--- src/hw/rtl/jeo_pkg.sv ---
// ----------------------------------------------------------------------------
// jeo_pkg
// Shared constants and types for the Josephus elimination order unit.
// ----------------------------------------------------------------------------
package jeo_pkg;

  localparam int MaxPeople = 64;
  localparam int PeopleW   = 7;
  localparam int StepW     = 16;

  // Controls from the sequencer to the seat ring
  typedef struct packed {
    logic init;  // load a fresh circle, seat 0
    logic adv;   // move to the next seat
    logic kill;  // remove the person at the current seat
  } jeo_ring_ctrl_t;

endpackage

--- src/hw/rtl/jeo_if.sv ---
// ----------------------------------------------------------------------------
// jeo_in_if / jeo_out_if
// Valid/ready channels carrying the input item and the result item.
// ----------------------------------------------------------------------------
interface jeo_in_if import jeo_pkg::*; ();
  logic               valid;
  logic               ready;
  logic [PeopleW-1:0] people_count;
  logic [StepW-1:0]   step_count;

  modport source (output valid, output people_count, output step_count, input ready);
  modport sink   (input valid, input people_count, input step_count, output ready);
endinterface

interface jeo_out_if import jeo_pkg::*; ();
  logic               valid;
  logic               ready;
  logic [PeopleW-1:0] person_number;
  logic               last;

  modport source (output valid, output person_number, output last, input ready);
  modport sink   (input valid, input person_number, input last, output ready);
endinterface

--- src/hw/rtl/jeo_mod_unit.sv ---
// ----------------------------------------------------------------------------
// jeo_mod_unit
// Bit-serial restoring remainder: step modulo remaining count, one bit a cycle.
// ----------------------------------------------------------------------------
module jeo_mod_unit import jeo_pkg::*; (
  input  logic               clk_i,
  input  logic               rst_ni,
  input  logic               start_i,
  input  logic [StepW-1:0]   dividend_i,
  input  logic [PeopleW-1:0] divisor_i,
  output logic               done_o,
  output logic [PeopleW-1:0] rem_o
);

  localparam int CntW = $clog2(StepW + 1);

  logic               busy_q, busy_d;
  logic               done_q, done_d;
  logic [CntW-1:0]    cnt_q, cnt_d;
  logic [StepW-1:0]   dvd_q, dvd_d;
  logic [PeopleW-1:0] div_q, div_d;
  logic [PeopleW-1:0] rem_q, rem_d;
  logic [PeopleW:0]   part;

  // partial remainder stays below the divisor, so one extra bit suffices
  assign part = {rem_q, dvd_q[StepW-1]};

  always_comb begin
    busy_d = busy_q;
    done_d = 1'b0;
    cnt_d  = cnt_q;
    dvd_d  = dvd_q;
    div_d  = div_q;
    rem_d  = rem_q;
    if (start_i) begin
      busy_d = 1'b1;
      cnt_d  = CntW'(StepW);
      dvd_d  = dividend_i;
      div_d  = divisor_i;
      rem_d  = '0;
    end else if (busy_q) begin
      dvd_d = {dvd_q[StepW-2:0], 1'b0};
      if (part >= {1'b0, div_q}) begin
        rem_d = PeopleW'(part - {1'b0, div_q});
      end else begin
        rem_d = PeopleW'(part);
      end
      cnt_d = cnt_q - CntW'(1);
      if (cnt_q == CntW'(1)) begin
        busy_d = 1'b0;
        done_d = 1'b1;
      end
    end
  end

  always_ff @(posedge clk_i or negedge rst_ni) begin
    if (!rst_ni) begin
      busy_q <= 1'b0;
      done_q <= 1'b0;
      cnt_q  <= '0;
    end else begin
      busy_q <= busy_d;
      done_q <= done_d;
      cnt_q  <= cnt_d;
    end
  end

  always_ff @(posedge clk_i) begin
    dvd_q <= dvd_d;
    div_q <= div_d;
    rem_q <= rem_d;
  end

  assign done_o = done_q;
  assign rem_o  = rem_q;

endmodule

--- src/hw/rtl/jeo_ring.sv ---
// ----------------------------------------------------------------------------
// jeo_ring
// Alive mask and seat pointer; walks the circle one seat per cycle while adv is set.
// ----------------------------------------------------------------------------
module jeo_ring import jeo_pkg::*; #(
  parameter int MAX_PEOPLE = MaxPeople
) (
  input  logic                          clk_i,
  input  logic                          rst_ni,
  input  jeo_ring_ctrl_t                ctrl_i,
  input  logic [PeopleW-1:0]            count_i,
  output logic [$clog2(MAX_PEOPLE)-1:0] seat_o,
  output logic                          alive_next_o
);

  localparam int SeatW = $clog2(MAX_PEOPLE);

  logic [MAX_PEOPLE-1:0] alive_q, alive_d;
  logic [SeatW-1:0]      seat_q, seat_d;
  logic [SeatW-1:0]      limit_q, limit_d;
  logic [SeatW-1:0]      seat_next;

  // wrap at the last seat of the circle
  assign seat_next = (seat_q == limit_q) ? '0 : seat_q + SeatW'(1);

  always_comb begin
    alive_d = alive_q;
    seat_d  = seat_q;
    limit_d = limit_q;
    if (ctrl_i.init) begin
      for (int i = 0; i < MAX_PEOPLE; i++) begin
        alive_d[i] = (PeopleW'(i) < count_i);
      end
      seat_d  = '0;
      limit_d = SeatW'(count_i - PeopleW'(1));
    end else begin
      if (ctrl_i.kill) alive_d[seat_q] = 1'b0;
      if (ctrl_i.adv)  seat_d = seat_next;
    end
  end

  always_ff @(posedge clk_i or negedge rst_ni) begin
    if (!rst_ni) begin
      alive_q <= '0;
      seat_q  <= '0;
      limit_q <= '0;
    end else begin
      alive_q <= alive_d;
      seat_q  <= seat_d;
      limit_q <= limit_d;
    end
  end

  assign seat_o       = seat_q;
  assign alive_next_o = alive_q[seat_next];

endmodule

--- src/hw/rtl/josephus_elimination_order_unit.sv ---
// ----------------------------------------------------------------------------
// josephus_elimination_order_unit
// Emits the Josephus elimination order for a circle of people, then the
// survivor.
// ----------------------------------------------------------------------------
// Usage:
//  - in_i takes one transfer per run: people_count (clamped to MAX_PEOPLE)
//    and step_count. in_i.ready is high only while the sequencer is idle.
//  - out_o gives one transfer per removed person, in order, then one for
//    the survivor with last set. A count of zero gives no transfer.
//  - Per removal: the sequencer passes its control states, runs the
//    bit-serial remainder unit, then walks to the victim and on to the
//    next living person. Seats are walked one per cycle through the ring.
//  - The result sits in an output register; a stalled receiver holds the
//    sequencer at the point where the next result would be loaded, and the
//    next run can be accepted while the survivor still waits.
//  - Reset clears the sequencer, the ring and the output valid.
// ----------------------------------------------------------------------------
module josephus_elimination_order_unit import jeo_pkg::*; #(
  parameter int MAX_PEOPLE = MaxPeople
) (
  input  logic      clk_i,
  input  logic      rst_ni,
  jeo_in_if.sink    in_i,
  jeo_out_if.source out_o
);

  localparam int SeatW = $clog2(MAX_PEOPLE);

  // sequencer states
  localparam logic [2:0] StIdle  = 3'd0;
  localparam logic [2:0] StCheck = 3'd1;
  localparam logic [2:0] StMod   = 3'd2;
  localparam logic [2:0] StWalk  = 3'd3;
  localparam logic [2:0] StFind  = 3'd4;

  logic [2:0]         state_q, state_d;
  logic [PeopleW-1:0] remain_q, remain_d;   // people still alive
  logic [StepW-1:0]   step_q, step_d;
  logic [PeopleW-1:0] walk_q, walk_d;       // living seats still to pass

  logic               out_valid_q, out_valid_d;
  logic [PeopleW-1:0] out_num_q, out_num_d;
  logic               out_last_q, out_last_d;
  logic               out_free;
  logic               out_load;

  logic [PeopleW-1:0] count_clamped;
  logic               in_xfer;

  jeo_ring_ctrl_t     ring_ctrl;
  logic [SeatW-1:0]   seat;
  logic               alive_next;
  logic [PeopleW-1:0] seat_num;

  logic               mod_start;
  logic               mod_done;
  logic [PeopleW-1:0] mod_rem;

  assign in_xfer       = in_i.valid && in_i.ready;
  assign count_clamped = (in_i.people_count > PeopleW'(MAX_PEOPLE)) ?
                         PeopleW'(MAX_PEOPLE) : in_i.people_count;
  assign seat_num      = PeopleW'(seat) + PeopleW'(1);

  // output register is free when empty or being drained this cycle
  assign out_free = !out_valid_q || out_o.ready;

  jeo_ring #(
    .MAX_PEOPLE (MAX_PEOPLE)
  ) u_ring (
    .clk_i        (clk_i),
    .rst_ni       (rst_ni),
    .ctrl_i       (ring_ctrl),
    .count_i      (count_clamped),
    .seat_o       (seat),
    .alive_next_o (alive_next)
  );

  jeo_mod_unit u_mod (
    .clk_i      (clk_i),
    .rst_ni     (rst_ni),
    .start_i    (mod_start),
    .dividend_i (step_q),
    .divisor_i  (remain_q),
    .done_o     (mod_done),
    .rem_o      (mod_rem)
  );

  always_comb begin
    state_d    = state_q;
    remain_d   = remain_q;
    step_d     = step_q;
    walk_d     = walk_q;
    ring_ctrl  = '0;
    mod_start  = 1'b0;
    out_load   = 1'b0;
    out_num_d  = out_num_q;
    out_last_d = out_last_q;

    unique case (state_q)
      StIdle: begin
        // a zero count finishes on the spot with no result
        if (in_xfer && (count_clamped != '0)) begin
          ring_ctrl.init = 1'b1;
          remain_d       = count_clamped;
          step_d         = in_i.step_count;
          state_d        = StCheck;
        end
      end
      StCheck: begin
        if (remain_q == PeopleW'(1)) begin
          // lone survivor: final result
          if (out_free) begin
            out_load   = 1'b1;
            out_num_d  = seat_num;
            out_last_d = 1'b1;
            state_d    = StIdle;
          end
        end else begin
          mod_start = 1'b1;
          state_d   = StMod;
        end
      end
      StMod: begin
        if (mod_done) begin
          // a zero remainder counts as a full lap of the living
          if (mod_rem == '0) begin
            walk_d = remain_q - PeopleW'(1);
          end else begin
            walk_d = mod_rem - PeopleW'(1);
          end
          state_d = StWalk;
        end
      end
      StWalk: begin
        if (walk_q == '0) begin
          if (out_free) begin
            out_load       = 1'b1;
            out_num_d      = seat_num;
            out_last_d     = 1'b0;
            ring_ctrl.kill = 1'b1;
            remain_d       = remain_q - PeopleW'(1);
            state_d        = StFind;
          end
        end else begin
          ring_ctrl.adv = 1'b1;
          if (alive_next) walk_d = walk_q - PeopleW'(1);
        end
      end
      StFind: begin
        // step to the next living seat; counting restarts there
        ring_ctrl.adv = 1'b1;
        if (alive_next) state_d = StCheck;
      end
      default: begin
        state_d = StIdle;
      end
    endcase
  end

  always_comb begin
    if (out_load) begin
      out_valid_d = 1'b1;
    end else if (out_o.ready) begin
      out_valid_d = 1'b0;
    end else begin
      out_valid_d = out_valid_q;
    end
  end

  always_ff @(posedge clk_i or negedge rst_ni) begin
    if (!rst_ni) begin
      state_q     <= StIdle;
      remain_q    <= '0;
      walk_q      <= '0;
      out_valid_q <= 1'b0;
    end else begin
      state_q     <= state_d;
      remain_q    <= remain_d;
      walk_q      <= walk_d;
      out_valid_q <= out_valid_d;
    end
  end

  always_ff @(posedge clk_i) begin
    step_q     <= step_d;
    out_num_q  <= out_num_d;
    out_last_q <= out_last_d;
  end

  assign in_i.ready          = (state_q == StIdle);
  assign out_o.valid         = out_valid_q;
  assign out_o.person_number = out_num_q;
  assign out_o.last          = out_last_q;

endmodule

--- src/flat_wrapper.sv ---
// flat-port wrapper written by rule: the top's interface ports become plain ports
module josephus_elimination_order_unit_flat import jeo_pkg::*;
#(
  parameter int MAX_PEOPLE = MaxPeople
)
  (clk_i, rst_ni, in_i_valid, in_i_people_count, in_i_step_count, in_i_ready, out_o_valid, out_o_person_number, out_o_last, out_o_ready);
  jeo_in_if in_i_i ();
  jeo_out_if out_o_i ();
  input  logic clk_i;
  input  logic rst_ni;
  input wire logic [$bits(in_i_i.valid)-1:0] in_i_valid;
  input wire logic [$bits(in_i_i.people_count)-1:0] in_i_people_count;
  input wire logic [$bits(in_i_i.step_count)-1:0] in_i_step_count;
  output wire logic [$bits(in_i_i.ready)-1:0] in_i_ready;
  output wire logic [$bits(out_o_i.valid)-1:0] out_o_valid;
  output wire logic [$bits(out_o_i.person_number)-1:0] out_o_person_number;
  output wire logic [$bits(out_o_i.last)-1:0] out_o_last;
  input wire logic [$bits(out_o_i.ready)-1:0] out_o_ready;
  assign in_i_i.valid = in_i_valid;
  assign in_i_i.people_count = in_i_people_count;
  assign in_i_i.step_count = in_i_step_count;
  assign in_i_ready = in_i_i.ready;
  assign out_o_valid = out_o_i.valid;
  assign out_o_person_number = out_o_i.person_number;
  assign out_o_last = out_o_i.last;
  assign out_o_i.ready = out_o_ready;
  josephus_elimination_order_unit #(.MAX_PEOPLE(MAX_PEOPLE)) u_core (.clk_i(clk_i), .rst_ni(rst_ni), .in_i(in_i_i), .out_o(out_o_i));
endmodule
--- config.mk ---
export PLATFORM = sky130hd
export DESIGN_NAME = josephus_elimination_order_unit_flat
export DESIGN_NICKNAME = d
export VERILOG_FILES = /design/src/hw/rtl/jeo_pkg.sv /design/src/hw/rtl/jeo_if.sv /design/src/hw/rtl/jeo_mod_unit.sv /design/src/hw/rtl/jeo_ring.sv /design/src/hw/rtl/josephus_elimination_order_unit.sv /design/src/flat_wrapper.sv
export SDC_FILE = /design/constraint.sdc
export NUM_CORES = 1
export LEC_CHECK = 0
export BUFFER_PORTS_ARGS = -buffer_cell sky130_fd_sc_hd__buf_2
export CAP_MARGIN = 20
export CORE_UTILIZATION = 43
export CTS_CLUSTER_DIAMETER = 30
export DETAILED_ROUTE_END_ITERATION = 12
export PLACE_DENSITY = 0.66
export SYNTH_ARGS = -nofsm -noshare
export SYNTH_HDL_FRONTEND = slang
export SYNTH_SLANG_ARGS = --single-unit
--- constraint.sdc ---
create_clock -name clk_i -period 3.4 [get_ports clk_i]
set_input_delay 0.51 -clock clk_i [delete_from_list [all_inputs] [get_ports clk_i]]
set_output_delay 0.51 -clock clk_i [all_outputs]
set_load 0.03 [all_outputs]
# After elaboration in Yosys (flattened, before gate mapping)
# Index checks and enable logic that the tools add are counted.
# Widths: inputs -> output; s select.
classes:
  order_cmp: 69
  muxes: 60
  bitwise_logic: 2
  eq_ne: 17
  addsub: 8
  reduce_logical: 22
op_table:
  columns: ["operator", "count"]
  rows:
  - ["$lt 6x7->1 const A", 32]
  - ["$mux 64", 2]
  - ["$lt 5x7->1 const A", 16]
  - ["$mux 7", 12]
  - ["$and 64x64->64", 1]
  - ["$not 64->64", 1]
  - ["$lt 4x7->1 const A", 8]
  - ["$pmux 7 s2", 3]
  - ["$mux 16", 2]
  - ["$lt 3x7->1 const A", 4]
  - ["$mux 1", 23]
  - ["$mux 3", 7]
  - ["$sub 7x1->7 const B", 3]
  - ["$mux 6", 3]
  - ["$pmux 3 s5", 1]
  - ["$logic_not 7->1", 2]
  - ["$lt 1x7->1 const A", 2]
  - ["$lt 2x7->1 const A", 2]
  - ["$lt 6x7->1 const B", 2]
  - ["$reduce_bool 2->1", 7]
  - ["$ne 2x1->1 const B", 6]
  - ["$mux 5", 2]
  - ["$ge 8x7->1", 1]
  - ["$reduce_and 4->1", 2]
  - ["27 further kinds", 34]
word_totals:
  out_inout_bits: 10
  register_bits: 155
  inputBits: 27
  wordCells: 194

# Logic depth before layout (Yosys ltp)
# Gate-level depths: netlist (run 1).
logic_depth:
  ltp_word: 8
  ltp_mapped: 12
  depth_no_buf: 11

# Cells and area by module
# A second synthesis (run 1) with hierarchy kept.
unflattened:
  cells_unflattened: 889
  area_unflattened_um2: 8777.2
by_module_without_submodules:
  columns: ["module", "cells_each", "n_inst", "area_each_um2"]
  rows:
  - ["jeo_ring", 502, 1, 4480.5]
  - ["josephus_elimination_order_unit", 224, 1, 2338.5]
  - ["jeo_mod_unit", 163, 1, 1958.1]

# Worst setup path after synthesis (run 1)
# Ideal clock, no wire load.
synth_path:
  path_kind: "register -> register"
  from: "register u_core.state_q[0]"
  to: "register u_core.step_q[0] (enable)"
  path_slack_ps: 449
  period_less_slack_ps: 2951
  setup_ps: 387
  stages_incl_launch_ff: 7
  t_required_ps: 3013
  t_arrival_ps: 2565
  path_cell_list: "dfrtp_1 > clkbuf_1 > nor3_1 > nand3_1 > inv_1 > clkbuf_1 > clkbuf_1"
synth_between:
  elab_chain_len: 4
synth_rtl:
  columns: ["item", "line_no", "rtl"]
  rows:
  - ["from (decl)", "josephus_elimination_order_unit.sv:37", "logic [2:0] state_q, state_d;"]
  - ["from (signal assigned)", "josephus_elimination_order_unit.sv:173", "state_q <= StIdle;"]
  - ["from (signal assigned)", "josephus_elimination_order_unit.sv:178", "state_q <= state_d;"]
  - ["$logic_not 3->1 (*)", "josephus_elimination_order_unit.sv:191", "assign in_i.ready = (state_q == StIdle);"]
  - ["via in_i_ready", "flat_wrapper.sv:14", "output wire logic [$bits(in_i_i.ready)-1:0] in_i_ready;"]
  - ["$logic_and 1x1->1", "josephus_elimination_order_unit.sv:60", "assign in_xfer = in_i.valid && in_i.ready;"]
  - ["$logic_and 1x1->1", "josephus_elimination_order_unit.sv:103", "if (in_xfer && (count_clamped != '0)) begin"]
  - ["$reduce_and 2->1 (no line) (*)", null, null]
  - ["to (signal assigned)", "josephus_elimination_order_unit.sv:186", "step_q <= step_d;"]
  - ["to (decl)", "josephus_elimination_order_unit.sv:39", "logic [StepW-1:0] step_q, step_d;"]
# The timed path passes the listed nets; every way through them passes the cells marked *.
# A chain may end at the register's enable or synchronous reset.

# Worst setup path in the final report (run 1)
layout_path:
  from: "register u_core.u_ring.seat_q[0] (netlist: u_core.u_ring.seat_o[0])"
  to: "register u_core.walk_q[6]"
layout_between:
  elab_chain_len: 6
layout_rtl:
  columns: ["item", "line_no", "rtl"]
  rows:
  - ["from (decl)", "jeo_ring.sv:19", "logic [SeatW-1:0] seat_q, seat_d;"]
  - ["from (signal assigned)", "jeo_ring.sv:49", "seat_q <= seat_d;"]
  - ["$add 6x1->6 / $eq 6x6->1 (equally long branches)", "jeo_ring.sv:24", "assign seat_next = (seat_q == limit_q) ? '0 : seat_q + SeatW'(1);"]
  - ["$mux 6 (*)", "jeo_ring.sv:24", null]
  - ["$bmux 1 s6 (*)", "jeo_ring.sv:55", "assign alive_next_o = alive_q[seat_next];"]
  - ["$mux 1 (not written as such) (*)", "jeo_ring.sv:55", null]
  - ["$ne 2x1->1 (no line) (*)", null, null]
  - ["$reduce_and 4->1 (no line) (*)", null, null]
  - ["to (signal assigned)", "josephus_elimination_order_unit.sv:180", "walk_q <= walk_d;"]
  - ["to (decl)", "josephus_elimination_order_unit.sv:40", "logic [PeopleW-1:0] walk_q, walk_d;"]
# Every way passes the cells marked *; elsewhere a longest branch is shown, timed or not. The select of a mux whose other input is x is not followed.

==> run summary, run 1 <==
outcome: completed
clk buf depth: 2
root buffer cell: clkbuf_16
Core Util, Final: 0.496
fin crit period: 3040 ps
grt ovf: 0
final net count: 942
routability cong.: 0.950
Worst Path Arrival: 3380 ps
Area Overhead vs Synth: 13.0%
global-route wire length before repair: 37000 µm
router iterations before antenna repair: 6
Tot GR Track Use: 0.241
Ports: 37
Core Rows: 51
critical path fanouts, max: 8
Fin. Hold Viols: 0
routed wire length per instance: 20.0 µm
CTS tree: done
syn nets: 920
crit path kind: reg2reg
die height: 143 µm
unrepaired setup endpoints after global routing: false
main area contributors after synthesis: dfrtp_1, edfxtp_1, o21ai_0
Post-Syn Area: 8510 µm²
Post-Syn Instances: 876
setup ws final: 360 ps
Fmax: 0.329 GHz
# setup viols final: 0
FF+latch count, synth: 155
via/cell ratio: 5.97
CTS sink cnt: 155
Unique masters post-synth: 73
Setup Buffers After CTS: 0
DR DRC count: 0
most frequent cells in the layout: dfrtp_1, o21ai_0, nor2_1
area fraction of the dominant cell type after synthesis: 0.297
EDFF count, synth: 47
htree depth: 4
vias post-DR: 7025
Yosys warnings: 0
initial antenna violation count: 0
sequential cell area: 4080 µm²
area of the multi-input gates: 4090 µm²
Slew @ Worst Pin: 878 ps
critical path startpoint category: flip-flop
port buffer count: 36
Skew-Pair Late Insertion Delay: 430 ps
antenna cells: 0
Routed Wire Length: 23500 µm
Crit. End Element: flip-flop
P per Cell Area: 1030 nW/µm²
Reg clk slew, reported paths: 60 ps
Setup Skew: 8.20 ps
cell taking the most area after synthesis: dfrtp_1
drt initial violations: 681
Final HPWL DP: 16300 µm
Die ar.: 20300 µm²
commonest non-fill, non-tap cell in the layout: dfrtp_1
pre-CTS WS: 387 ps
Filler Cell Count: 1794
Slew Viols, Final: 0
number of global-route vias before repair: 6541
Core Box Area: 19400 µm²
PostCTS Resize Cnt: 0
prevailing post-synth register cell: dfrtp_1
maxcap violations: 0
largest net degree at the start of global routing: 71
async set-reset flop share out of synthesis: 0.652
slew margin rel.: 0.412
worst min path class: in2async
P_leak: 3.87 nW
CP required: 3740 ps
Routed Antenna Nets: 0
CTS Buf Count: 17
CTS Hold Bufs: 0
VDD IR max: 0.447 mV
sequential fraction of the synthesis area: 0.480
syn avg cell area: 9.71 µm²
final setup TNS: 0 ps
share of post-route cells with drive strength above 1: 0.161
Final period util: 0.894
initial core utilization: 0.438
chip width: 143 µm
[state kept, by name, indices dropped and copies added, names as in the netlist]
register and count:
u_core.u_ring.alive_q 64, u_core.step_q 16, u_core.u_mod.dvd_q 16, u_core.out_o.person_number 7
u_core.remain_q 7, u_core.u_mod.div_q 7, u_core.u_mod.rem_o 7, u_core.walk_q 7
u_core.u_ring.limit_q 6, u_core.u_ring.seat_o 6, u_core.u_mod.cnt_q 5, u_core.state_q 3
u_core.out_o.last 1, u_core.out_o.valid 1, u_core.u_mod.busy_q 1, u_core.u_mod.done_o 1
[through the flow]
stage               total power [mW]  instance area, µm²  hold WS [ps]  cells
floorplan                       6.61                8510           214    876
global placement                7.82                9010           471   1144
detailed placement              7.86                9010           467   1144
CTS                             9.85                9610          97.1   1176
global route                    10.6                9610           123   1176
finish                          9.92                9610          76.1   1176
[report_power, final]
group,switching [mW],internal [mW]
Combinational,2.55,1.89
Sequential,0.669,2.83
Clock,0.811,1.16
Total,4.03,5.89
[final timing paths]
check | from | to | slack (ps) | cells after the start
setup / recovery | u_core.u_ring.seat_o[0]$_DFFE_PN0P_ | u_core.walk_q[6]$_DFFE_PN0P_ | 360 | 11
hold / removal | rst_ni | u_core.u_mod.cnt_q[3]$_DFFE_PN0P_ | 80 | 1
setup reg to reg | u_core.u_ring.seat_o[0]$_DFFE_PN0P_ | u_core.walk_q[6]$_DFFE_PN0P_ | 360 | 11
hold reg to reg | u_core.remain_q[1]$_DFFE_PN0P_ | u_core.u_mod.div_q[1]$_DFFE_PP_ | 490 | 0
max in group asynchronous | rst_ni | u_core.u_ring.alive_q[45]$_DFFE_PN0P_ | 2600 | 2
min in group clk_i | in_i_step_count[12] | u_core.step_q[12]$_DFFE_PN_ | 250 | 1
[cell type report]
type,instances,share of cell area
Multi-Input combinational cell,628,0.425
Sequential cell,155,0.424
Inverter,31,0.0121
Clock buffer,19,0.0450
Clock inverter,13,0.0172
Timing Repair Buffer,65,0.0417
Tap cell,265,0.0345
[Yosys cell counts (7+ instances only)]
cell	n
o21ai_0	98
dfrtp_1	101
o211ai_1	37
clkbuf_1	48
mux4_2	11
a31oi_1	7
nand2_1	57
nor3_1	18
buf_1	8
edfxtp_1	47
nor2_1	82
dfxtp_1	7
mux2_2	16
a21o_1	8
nand2b_1	12
and3_1	15
nand3_1	28
xnor2_1	14
xor2_1	11
a211oi_1	9
or2_2	8
mux2i_1	12
a21oi_1	72
or3_1	9
nor2b_1	12
inv_1	30
ha_1	16
[worst max-delay path: stages, from the launching register on]
cell	delay, ps
dfrtp_1	380
ha_1	280
xnor2_2	240
buf_4	260
mux4_2	530
a211o_1	300
a21oi_1	120
or4_4	160
nor2_2	50
o21ai_4	250
nand2_4	130
a221oi_2	240
[logic make-up after synthesis]
family / synth area share
DFF: 0.480
AOI/OAI and AO/OA: 0.197
buffers and inverters: 0.0425
adders and majority gates: 0.0259
muxes: 0.0706
xor gates and xnor gates: 0.0277
and+or+nand+nor: 0.156
[layer usage]
| layer | vias to the layer above | track usage | wire length [µm] |
|---|---|---|---|
| li1 | 3247 | - | - |
| met1 | 3403 | 0.347 | 10400 |
| met2 | 340 | 0.359 | 10500 |
| met3 | 35 | 0.0607 | 2280 |
| met4 | 0 | 0.0685 | 369 |
| met5 | - | 0 | 0 |
(Power assumes the default switching activity.)
==> run 2: changes to the inputs <==
--- a/config.mk
+++ b/config.mk
@@ -7,10 +7,12 @@
 export LEC_CHECK = 0
 export BUFFER_PORTS_ARGS = -buffer_cell sky130_fd_sc_hd__buf_2
 export CAP_MARGIN = 20
-export CORE_UTILIZATION = 43
+export CORE_UTILIZATION = 50
 export CTS_CLUSTER_DIAMETER = 30
 export DETAILED_ROUTE_END_ITERATION = 12
-export PLACE_DENSITY = 0.66
+export PLACE_DENSITY = 0.74
+export RECOVER_POWER = 100
 export SYNTH_ARGS = -nofsm -noshare
 export SYNTH_HDL_FRONTEND = slang
 export SYNTH_SLANG_ARGS = --single-unit
+export TNS_END_PERCENT = 1
==> run 2 against run 1 <==
The flow now finishes with violations (max-capacitance violations, max-slew violations). Count of clock-buffer cells in the layout increased by 3. Maximum frequency decreased by 1.6%. Flip-flop and latch count unchanged. Critical path type is now in2reg. Highest routed layer unchanged. Critical endpoint is now u_core.u_ring.alive_q[46]$_DFFE_PN0P_. Die area decreased by 14%. Global-route usage is 3.3 points higher. Largest cell class is now flip-flops and latches. Clock skew is 1.6 ps higher. Sequential power hardly changed. Largest power group unchanged.
==> run summary, run 2 (synthesized netlist as in run 1, its figures left out) <==
reg-to-reg startpoint: u_core.u_ring.seat_o[0]$_DFFE_PN0P_
Setup crit end: u_core.u_ring.alive_q[46]$_DFFE_PN0P_
root buffer cell: clkbuf_16
clk buf depth: 2 (unchanged)
P_leak: 3.79 nW (-2.2%)
port buffer count: 36 (unchanged)
outcome: finished, violations left
final setup TNS: 0 ps (unchanged)
worst path cell trace: clkbuf_1, or2_2, nor4_1, clkbuf_1, nand2_1, nand3_1, clkinv_1, clkbuf_2, nand2_1, o21ai_0, a21oi_1, a21oi_1
routed wire length per instance: 20.5 µm (+2.7%)
Area Overhead vs Synth: 11.3%
router iterations before antenna repair: 5 (-1)
drt initial violations: 906 (+33%)
Slew @ Worst Pin: 2820 ps (+1940 ps)
CTS tree: done
Setup Skew: 9.80 ps (+1.60 ps)
Routed Antenna Nets: 0 (unchanged)
routability cong.: 0.922 (-2.9%)
Top reg by flops: u_core.u_ring.alive_q
CP top delay family: simple AND/OR/NAND/NOR gates
Worst Path Arrival: 3400 ps (+20 ps)
slew margin rel.: -0.877 (-1.29)
most frequent cells in the layout: dfrtp_1, o21ai_0, nor2_1
CP bufs+invs: 4 (+3)
commonest non-fill, non-tap cell in the layout: dfrtp_1
placed insts: 1100 (-3.8%)
Cell Int Power: 5.68 mW (-3.4%)
die height: 132 µm (-7.2%)
Largest regs: u_core.u_ring.alive_q x64, u_core.step_q x16, u_core.u_mod.dvd_q x16
Psw: 3.98 mW (-1.2%)
Clock power frac: 0.188 (-0.011)
Largest register FFs: 64 (unchanged)
initial core utilization: 0.513 (+0.0744)
Final period util: 0.909 (+0.0147)
Crit. Startpoint: in_i_people_count[2]
global-route wire length before repair: 37000 µm (about the same)
Post-Layout Cell Count: 1132 (-3.7%)
htree depth: 4 (unchanged)
via/cell ratio: 6.29 (+5.3%)
failing checks: max-capacitance violations, max-slew violations
endpoint of the worst-slack reg-to-reg timing path: u_core.walk_q[6]$_DFFE_PN0P_
Routed Wire Length: 23200 µm (-1.1%)
critical path startpoint category: input port
Tot GR Track Use: 0.275 (+0.0333)
CP required: 3710 ps (-30 ps)
VDD IR max: 0.425 mV (-5.0%)
Slowest Stage Delay on Critical Path: 450 ps (-80 ps)
grt ovf: 0 (unchanged)
Fmax: 0.324 GHz (-1.6%)
chip width: 132 µm (-7.2%)
Reg clk slew, reported paths: 60 ps (about the same)
critical path fanouts, max: 24 (+16)
Setup Buffers After CTS: 0 (unchanged)
fin crit period: 3090 ps (+50.1 ps)
# setup viols final: 0 (unchanged)
share of post-route cells with drive strength above 1: 0.129 (-0.0320)
Fin. Hold Viols: 0 (unchanged)
initial antenna violation count: 0 (unchanged)
cells on worst reg2reg path: 11 (unchanged)
Die ar.: 17500 µm² (-14%)
CTS Hold Bufs: 0 (unchanged)
Crit. End Element: flip-flop
Core Box Area: 16600 µm² (-15%)
CTS Buf Count: 17 (unchanged)
P per Cell Area: 1020 nW/µm² (-0.98%)
Combinational Power Share: 0.447 (about the same)
Ports: 37 (unchanged)
Flop pwr share: 0.365 (+0.012)
flop2flop setup slack: 330 ps (-30 ps)
largest net degree at the start of global routing: 92 (+30%)
maxcap violations: 1 (+1)
Fin Hold WS: 257 ps (+181 ps)
crit path kind: in2reg
Crit-path slowest cell: or2_2
vias post-DR: 7122 (+1.4%)
number of global-route vias before repair: 6696 (+2.4%)
placed cell area: 8990 µm² (-0.26%)
Final HPWL DP: 16100 µm (-1.1%)
fin area: 9460 µm² (-1.6%)
worst min path class: in2reg
final net count: 943 (+0.11%)
Slew Viols, Final: 48 (+48)
Skew-Pair Late Insertion Delay: 430 ps (about the same)
CTS sink cnt: 155 (unchanged)
PostCTS Resize Cnt: 0 (unchanged)
Crit path depth: 12 (+1)
unrepaired setup endpoints after global routing: false
switch share: 0.412 (+0.00545)
DR DRC count: 0 (unchanged)
antenna cells: 0 (unchanged)
Filler Cell Count: 1432 (-20%)
Core Rows: 47 (-7.8%)
-- run 2: cell count changes in the layout (fill, tap and decap cells not counted), moves of 2 or more --
cell / previous run / this run
clkbuf_1: 2 / 22
buf_2: 35 / 23
buf_4: 30 / 19
bufinv_16: 3 / 0
inv_4: 0 / 3
buf_12: 0 / 2
clkbuf_2: 0 / 2
clkbuf_8: 0 / 2
clkinv_2: 2 / 0
inv_6: 4 / 2
nand3_1: 27 / 29
nand3_2: 2 / 0
or2_0: 0 / 2
or2_2: 8 / 6
-- run 2: through the flow --
stage                     total power [mW]  worst slack [ps]   util
after floorplan                       6.61               449      -
after global placement                7.77               506  0.542
after detailed placement              7.87               450  0.542
after CTS                             9.71               416  0.576
after global routing                  10.3               142  0.571
final                                 9.67               310  0.571
-- run 2: worst min path at each step --
| stage | cells after the start | to | startpoint | slack (ps) |
|---|---|---|---|---|
| floorplan | 0 | u_core.out_o.valid$_DFFE_PN0P_ | rst_ni | 210 |
| global placement | 0 | u_core.u_mod.div_q[1]$_DFFE_PP_ | u_core.remain_q[1]$_DFFE_PN0P_ | 460 |
| detailed placement | 0 | u_core.u_mod.div_q[1]$_DFFE_PP_ | u_core.remain_q[1]$_DFFE_PN0P_ | 460 |
| CTS | 1 | u_core.u_mod.cnt_q[2]$_DFFE_PN0P_ | rst_ni | 130 |
| global route | 1 | u_core.step_q[15]$_DFFE_PN_ | in_i_step_count[15] | 250 |
| finish | 1 | u_core.step_q[0]$_DFFE_PN_ | in_i_step_count[0] | 260 |
-- run 2: metal layers --
| metal | vias up | share of wire | track usage |
|---|---|---|---|
| li1 | 3245 | - | - |
| met1 | 3449 | 0.43 | 0.387 |
| met2 | 376 | 0.45 | 0.414 |
| met3 | 52 | 0.095 | 0.0670 |
| met4 | 0 | 0.026 | 0.0983 |
| met5 | - | 0 | 0 |
-- run 2: cell type report --
class | count | area (µm²) | share of cell area
multi-input combinational | 628 | 4050 | 0.427
clock inverter | 10 | 78.8 | 0.00833
timing repair buffer | 66 | 383 | 0.0405
tap | 220 | 275 | 0.0291
clock buffer | 22 | 485 | 0.0513
inverter | 31 | 116 | 0.0123
sequential | 155 | 4080 | 0.431
-- run 2: power by group through the flow --
| stage | Combinational, mW | Sequential, mW | Clock [mW] |
|---|---|---|---|
| after floorplan | 3.30 | 3.31 | 0 |
| after global placement | 4.26 | 3.51 | 0 |
| after detailed placement | 4.35 | 3.52 | 0 |
| after CTS | 4.38 | 3.49 | 1.83 |
| after global routing | 4.75 | 3.61 | 1.89 |
| final | 4.32 | 3.53 | 1.82 |
-- run 2: worst register-to-register path: cells and delay by family (launching register included) --
family / cells / cell delay [ps]
fa+ha+maj: 1 / 280
compound gates: 4 / 920
buf+inv: 1 / 240
mux: 1 / 510
xor+xnor: 1 / 290
flops: 1 / 400
simple gates: 3 / 340
